**config.mk**
```make
export PLATFORM = sky130hd
export DESIGN_NAME = ata_ctrl
export DESIGN_NICKNAME = d
export VERILOG_FILES = /design/src/hdl/ata_pkg.sv /design/src/hdl/ata_ctrl.sv
export SDC_FILE = /design/constraint.sdc
export NUM_CORES = 1
export LEC_CHECK = 0
export BUFFER_PORTS_ARGS = -buffer_cell sky130_fd_sc_hd__buf_2
export CORE_AREA = 2 2 39 41
export CTS_BUF_LIST = sky130_fd_sc_hd__clkbuf_8 sky130_fd_sc_hd__clkbuf_16
export DETAILED_ROUTE_END_ITERATION = 8
export DIE_AREA = 0 0 41 43
export PLACE_DENSITY_LB_ADDON = 0.05
export SLEW_MARGIN = 20
export SYNTH_ARGS = -nofsm -noshare
export SYNTH_HDL_FRONTEND = slang
export SYNTH_SLANG_ARGS = --single-unit
```
**constraint.sdc**
```tcl
create_clock -name clk -period 3.15 [get_ports clk]
set_clock_uncertainty 0.2 [all_clocks]
set_input_delay 0.63 -clock clk [delete_from_list [all_inputs] [get_ports clk]]
set_output_delay 0.63 -clock clk [all_outputs]
set_load 0.01 [all_outputs]
```
**src/hdl/ata_pkg.sv**
```systemverilog
// ----------------------------------------------------------------------------
// ata_pkg
// shared widths, constants, the arctangent step table and the command bundle
// ----------------------------------------------------------------------------
package ata_pkg;

    localparam int ACC_W         = 16;   // raw accelerometer sample
    localparam int TILT_W        = 15;   // tilt in hundredths of a degree
    localparam int SUMSQ_W       = 32;   // b*b + c*c
    localparam int RAD_W         = 48;   // radicand, sum of squares << 16
    localparam int ROOT_W        = 24;   // integer square root of radicand
    localparam int REM_W         = 27;   // partial remainder of the root
    localparam int ROT_W         = 27;   // cordic x and y
    localparam int ANG_W         = 32;   // cordic angle, 2^-30 rad units
    localparam int PROD_W        = 44;   // |angle| * 5730
    localparam int STEP_W        = 5;    // iteration index
    localparam int TABLE_LEN     = 24;
    localparam int DEFAULT_STEPS = 16;

    localparam logic [12:0]       SCALE_CDEG   = 13'd5730;
    localparam logic [TILT_W-2:0] QUARTER_TURN = 14'd9001;
    localparam logic [7:0]        STATUS_MASK  = 8'h03;

    typedef struct packed {
        logic              accept;     // request taken, latch sample
        logic              square;     // form the two squares
        logic              load_root;  // start the square root
        logic              root_step;  // one root digit
        logic              load_rot;   // start the rotation
        logic              rot_step;   // one cordic iteration
        logic              scale;      // scale angle to hundredths
        logic              finish;     // round, saturate, load result
        logic [STEP_W-1:0] step;       // iteration index
    } cmd_t;

    // atan(2^-i) * 2^30, truncated
    function automatic logic [ANG_W-1:0] atan_entry(input logic [STEP_W-1:0] i);
        logic [ANG_W-1:0] v;
        case (i)
            5'd0:    v = 32'h3243F6A8;
            5'd1:    v = 32'h1DAC6705;
            5'd2:    v = 32'h0FADBAFC;
            5'd3:    v = 32'h07F56EA6;
            5'd4:    v = 32'h03FEAB76;
            5'd5:    v = 32'h01FFD55B;
            5'd6:    v = 32'h00FFFAAA;
            5'd7:    v = 32'h007FFF55;
            5'd8:    v = 32'h003FFFEA;
            5'd9:    v = 32'h001FFFFD;
            5'd10:   v = 32'h000FFFFF;
            5'd11:   v = 32'h0007FFFF;
            5'd12:   v = 32'h0003FFFF;
            5'd13:   v = 32'h0001FFFF;
            5'd14:   v = 32'h0000FFFF;
            5'd15:   v = 32'h00007FFF;
            5'd16:   v = 32'h00003FFF;
            5'd17:   v = 32'h00001FFF;
            5'd18:   v = 32'h00000FFF;
            5'd19:   v = 32'h000007FF;
            5'd20:   v = 32'h000003FF;
            5'd21:   v = 32'h000001FF;
            5'd22:   v = 32'h000000FF;
            5'd23:   v = 32'h0000007F;
            default: v = '0;
        endcase
        return v;
    endfunction

endpackage

```
**src/hdl/ata_ctrl.sv**
```systemverilog
// ----------------------------------------------------------------------------
// ata_ctrl
// sequencer for squares, root digits, cordic iterations and result hand-off
// ----------------------------------------------------------------------------
module ata_ctrl
#(
    parameter int CORDIC_STEPS = ata_pkg::DEFAULT_STEPS
)
(
    input  logic          clk,
    input  logic          rst_n,
    input  logic          in_valid,
    output logic          in_ready,
    output logic          out_valid,
    input  logic          out_ready,
    output ata_pkg::cmd_t cmd
);

    localparam int ROT_N = (CORDIC_STEPS < ata_pkg::TABLE_LEN) ? CORDIC_STEPS
                                                               : ata_pkg::TABLE_LEN;
    localparam logic [ata_pkg::STEP_W-1:0] LAST_ROT  = ata_pkg::STEP_W'(ROT_N - 1);
    localparam logic [ata_pkg::STEP_W-1:0] LAST_ROOT = ata_pkg::STEP_W'(ata_pkg::ROOT_W - 1);

    localparam logic [2:0] S_IDLE    = 3'd0;
    localparam logic [2:0] S_SQUARE  = 3'd1;
    localparam logic [2:0] S_LOAD    = 3'd2;
    localparam logic [2:0] S_ROOT    = 3'd3;
    localparam logic [2:0] S_ROTLOAD = 3'd4;
    localparam logic [2:0] S_ROT     = 3'd5;
    localparam logic [2:0] S_SCALE   = 3'd6;
    localparam logic [2:0] S_FINISH  = 3'd7;

    logic [2:0]                  state_reg, state_next;
    logic [ata_pkg::STEP_W-1:0]  cnt_reg, cnt_next;
    logic                        out_valid_reg, out_valid_next;

    always_comb
    begin
        state_next = state_reg;
        cnt_next   = cnt_reg;
        cmd        = '0;
        cmd.step   = cnt_reg;
        case (state_reg)
            S_IDLE:
            begin
                if (in_valid)
                begin
                    cmd.accept = 1'b1;
                    state_next = S_SQUARE;
                end
            end
            S_SQUARE:
            begin
                cmd.square = 1'b1;
                state_next = S_LOAD;
            end
            S_LOAD:
            begin
                cmd.load_root = 1'b1;
                cnt_next      = '0;
                state_next    = S_ROOT;
            end
            S_ROOT:
            begin
                cmd.root_step = 1'b1;
                if (cnt_reg == LAST_ROOT)
                begin
                    cnt_next   = '0;
                    state_next = S_ROTLOAD;
                end
                else
                begin
                    cnt_next = cnt_reg + 1'b1;
                end
            end
            S_ROTLOAD:
            begin
                cmd.load_rot = 1'b1;
                state_next   = S_ROT;
            end
            S_ROT:
            begin
                cmd.rot_step = 1'b1;
                if (cnt_reg == LAST_ROT)
                begin
                    cnt_next   = '0;
                    state_next = S_SCALE;
                end
                else
                begin
                    cnt_next = cnt_reg + 1'b1;
                end
            end
            S_SCALE:
            begin
                cmd.scale  = 1'b1;
                state_next = S_FINISH;
            end
            S_FINISH:
            begin
                // result register free or being emptied this cycle
                if (!out_valid_reg || out_ready)
                begin
                    cmd.finish = 1'b1;
                    state_next = S_IDLE;
                end
            end
            default:
            begin
                state_next = S_IDLE;
            end
        endcase
    end

    always_comb
    begin
        if (cmd.finish)
        begin
            out_valid_next = 1'b1;
        end
        else if (out_ready)
        begin
            out_valid_next = 1'b0;
        end
        else
        begin
            out_valid_next = out_valid_reg;
        end
    end

    always_ff @(posedge clk or negedge rst_n)
    begin
        if (!rst_n)
        begin
            state_reg     <= S_IDLE;
            cnt_reg       <= '0;
            out_valid_reg <= 1'b0;
        end
        else
        begin
            state_reg     <= state_next;
            cnt_reg       <= cnt_next;
            out_valid_reg <= out_valid_next;
        end
    end

    assign in_ready  = (state_reg == S_IDLE);
    assign out_valid = out_valid_reg;

endmodule
```
# After elaboration in Yosys (flattened, before gate mapping)
# Cells that the tools add are included.
# Widths: inputs -> output; s select.
# classes
n_reduce_logical	6
n_addsub	1
eq_ne	13
muxes	20
# ops
op	count
$pmux 3 s8	1
$pmux 5 s3	1
$eq 3x3->1 const B	4
$mux 1	12
$mux 3	4
$mux 5	2
$ne 2x2->1 const B	4
$eq 3x2->1 const B	2
$add 5x1->5 const B	1
$eq 5x4->1 const B	1
$eq 5x5->1 const B	1
$reduce_and 4->1	1
$eq 3x1->1 const B	1
$logic_not 3->1	1
$reduce_bool 3->1	1
$reduce_bool 2->1	1
$logic_not 1->1	1
$logic_or 1x1->1	1
# totals
output_inout_bits	15
reg_bits	9

# Longest topological paths before layout
# logic_depth
word_depth	5
depth_mapped	7
depth_no_buf	7

# Worst setup path before layout
# Ideal clock, no wire load.
# synth_path
path_type	register to output
startpoint	reg state_reg[2]
endpoint	out cmd[12] in the netlist's numbering
path_stages_with_launch	4
t_arrival_ps	1213
setup_slack_ps	1107
required_ps	2320
path_buffers	1
cell_sequence	dfrtp_1 -> buf_4 -> nor3_1 -> and2_1
# synth_rtl
element	line	rtl
start, declared	ata_ctrl.sv:33	logic [2:0] state_reg, state_next;
start signal, assigned	ata_ctrl.sv:141	state_reg <= state_next;
end, declared	ata_ctrl.sv:16	output ata_pkg::cmd_t cmd

==> impl_metrics.csv <==
group,metric,value,unit
outcome,status,"complete, no violations",
synth,synth_area_leaders,"dfrtp_1 36%, ha_1 6.0%, nand3_1 4.8%",
synth,synth-xor-area-share,1.41,%
worst_setup_path,crit_chain,"nor3_1 -> and2_1 -> buf_2",
synth,synth-compound-area-share,16.3,%
grt,gr-max-usage-layer,"met1",
timing,tns,0,ns
worst_setup_path,rrSetupSlack,1.20,ns
drt,drt_pass1_iterations,4,
cts,clockRootBuffer,"clkbuf_8",
synth,synth_fa_ha_area_share,6.02,%
timing,rsz0062_at_grt,"false",
cells_and_area,n_antenna_cell,0,
timing,drv_slew,0,
grt,grt_max_degree,19,
timing,holdWs,0.0473,ns
cts,cts_buffers,3,
grt,grt_antenna_before_repair,0,
cts,worstSkewPairLatency,0.23,ns
drt,wire_per_inst,12.6,microns
placed_design,port_buffers,18,
placed_design,dp_hpwl,907,microns
synth,ys_types,32,
synth,muxShareOfSynthArea,1.81,%
synth,syn_inst,70,
worst_setup_path,crit_path_end_kind,"primary output",
cts,clkSlewWorstSetupHoldPaths,0.05,ns
job,cap_violations,0,
cts,cts_tree,"yes",
power,vdd.ir_drop.worst,0.341,mV
worst_setup_path,arrival,1.42,ns
grt,grt_overflow,0,
synth,synth_most_common_cell,"dfrtp_1",
synth,synth-edff-count,0,
power,powerDensity,476,nW/um^2
floorplan,dieArea,1760,sq um
synth,async_reset_ff_share,100,%
cts,cts_resized,0,
drt,vias,551,
floorplan,ioPinCount,19,
cells_and_area,syn2layout_area_growth,19.7,%
cts,htree_levels,1,
worst_setup_path,slowest_delay,0.55,ns
worst_setup_path,r2r_cells,6,
cells_and_area,largest_reg_flops,5,
synth,synth_top_area_share,36.1,%
synth,synth_warnings,0,
grt,use_met1,27.0,%
grt,grtUsageMet2,24.7,%
cts,cts_setup_buffers,0,
drt,wirelength,1300,microns
floorplan,initial_core_util,45.0,%
timing,min_period,2.25,ns
synth,synthTopCellsByCount,"9 x dfrtp_1, 7 x nor2_1, 6 x nand3_1, 5 x inv_1, 4 x nand2b_1",
worst_setup_path,cp_slowest_cell,"dfrtp_1",
power,p_leak,0.405,nW
timing,fin_crit_sh,71.5,%
timing,slew_headroom,67.1,%
cells_and_area,nets,95,
grt,grt_pass1_vias,475,
drt,viasPerCell,5.35,
drt,drtIter0Drc,5,
synth,synth_largest_area_cell,"dfrtp_1",
synth,synth_seq_area_share,36.1,%
worst_setup_path,reg2reg_to,"cnt_reg[2]",
timing,finalSetupViolations,0,
timing,worst-slew-pin-transition,0.493,ns
cts,cts_buffer_depth,2,
timing,timing.fmax,444,MHz
cells_and_area,drive_gt1_share,27.6,%
grt,grt.met3_usage,6.28,%
drt,post-route-drc-count,0,
worst_setup_path,criticalPathCategory,"reg2out",
synth,synth_flop_cell,"dfrtp_1",
worst_setup_path,worstSetupStartpointType,"flop",
synth,synth_fp_nets,77,
synth,synth-simple-area-share,30.1,%
worst_setup_path,r2r_start,"cnt_reg[0]",
floorplan,die_w,41,microns
cts,cts_hold_buf,0,
grt,grt_pass1_wl,2190,microns
floorplan,fp.dieH,43,microns
worst_setup_path,critical_path.max_fanout,17,
grt,gr-usage-all-layers,18.4,%
worst_hold_path,hold_class,"in2async",
placed_design,place_congestion,0.734,
timing,finalHoldViolCount,0,
synth,synth_area_per_cell,8.90,sq um
synth,synth-seq-cells,9,
synth,synth_area,623,sq um
cells_and_area,final_core_util,53.9,%
synth,synth_top_family_by_area,"simple AND/OR/NAND/NOR gates",
floorplan,core,1380,sq um
cts,clock_sinks,9,
drt,ant_nets,0,
worst_setup_path,cp.required,2.32,ns
floorplan,fp-row-count,14,
[kinds of logic (layout without fill, tap and decap cells)]
group,count (synthesis),in the layout
xor gates and xnor gates,1,1
AOI/OAI and AO/OA,13,13
muxes,1,1
buffers and inverters,10,27
DFF,9,9
adders and majority gates,3,3
and+or+nand+nor,33,33
[area by class of cell]
class,instances,area (sq um)
repair buffers,18,90.1
flip-flops and latches,9,225
clock buffers,3,41.3
fillers,139,638
clock inverters,1,3.75
multi-input cells,51,347
inverters,5,18.8
well taps,16,20.0
[per-layer routing]
layer  share of wire, %  up-vias
met5                  0        -
met2                 46       12
li1                   -      282
met1                 48      255
met3                4.7        2
met4                1.2        0
[critical path: cells and delay by family, from the launching register on]
family                 cells  cell delay, ns
flip-flops                 1            0.55
buffers and inverters      1            0.12
AND/OR/NAND/NOR            2            0.52
[power breakdown]
part / internal (mW) / switching (mW)
Sequential: 0.127 / 0.0217
Combinational: 0.0392 / 0.0359
Clock: 0.0849 / 0.0461
Total: 0.252 / 0.104
[how the worst max path moves through the flow]
stage / start / to / slack, ns / cells past startpoint
after detailed placement: out_ready / cmd[5] / 1.14 / 5
after floorplan: state_reg[2] / cmd[12] / 1.11 / 3
after CTS: state_reg[2] / cmd[12] / 0.90 / 3
after global placement: out_ready / cmd[5] / 1.15 / 5
final: state_reg[2] / cmd[12] / 0.90 / 3
after global routing: state_reg[2] / cmd[12] / 0.77 / 3
[metrics by stage]
stage	worst slack (ns)	instance area (sq um)	power, mW	std cells
after floorplan	1.11	623	0.203	70
final	0.899	746	0.355	103
after global routing	0.770	746	0.378	103
after detailed placement	1.14	701	0.227	99
after global placement	1.15	701	0.226	99
after CTS	0.895	746	0.358	103
[layout by cell type (no fill, tap or decap), types with 2 or more instances in the layout]
cell,count
o21ai_0,2
nand2_1,3
clkbuf_8,3
ha_1,3
nand2b_1,4
a22o_1,2
nand3b_1,2
dfrtp_1,9
nor2_1,7
inv_1,6
nor3_1,2
buf_2,18
o211ai_1,2
nand3_1,6
(Power assumes the default switching activity.)
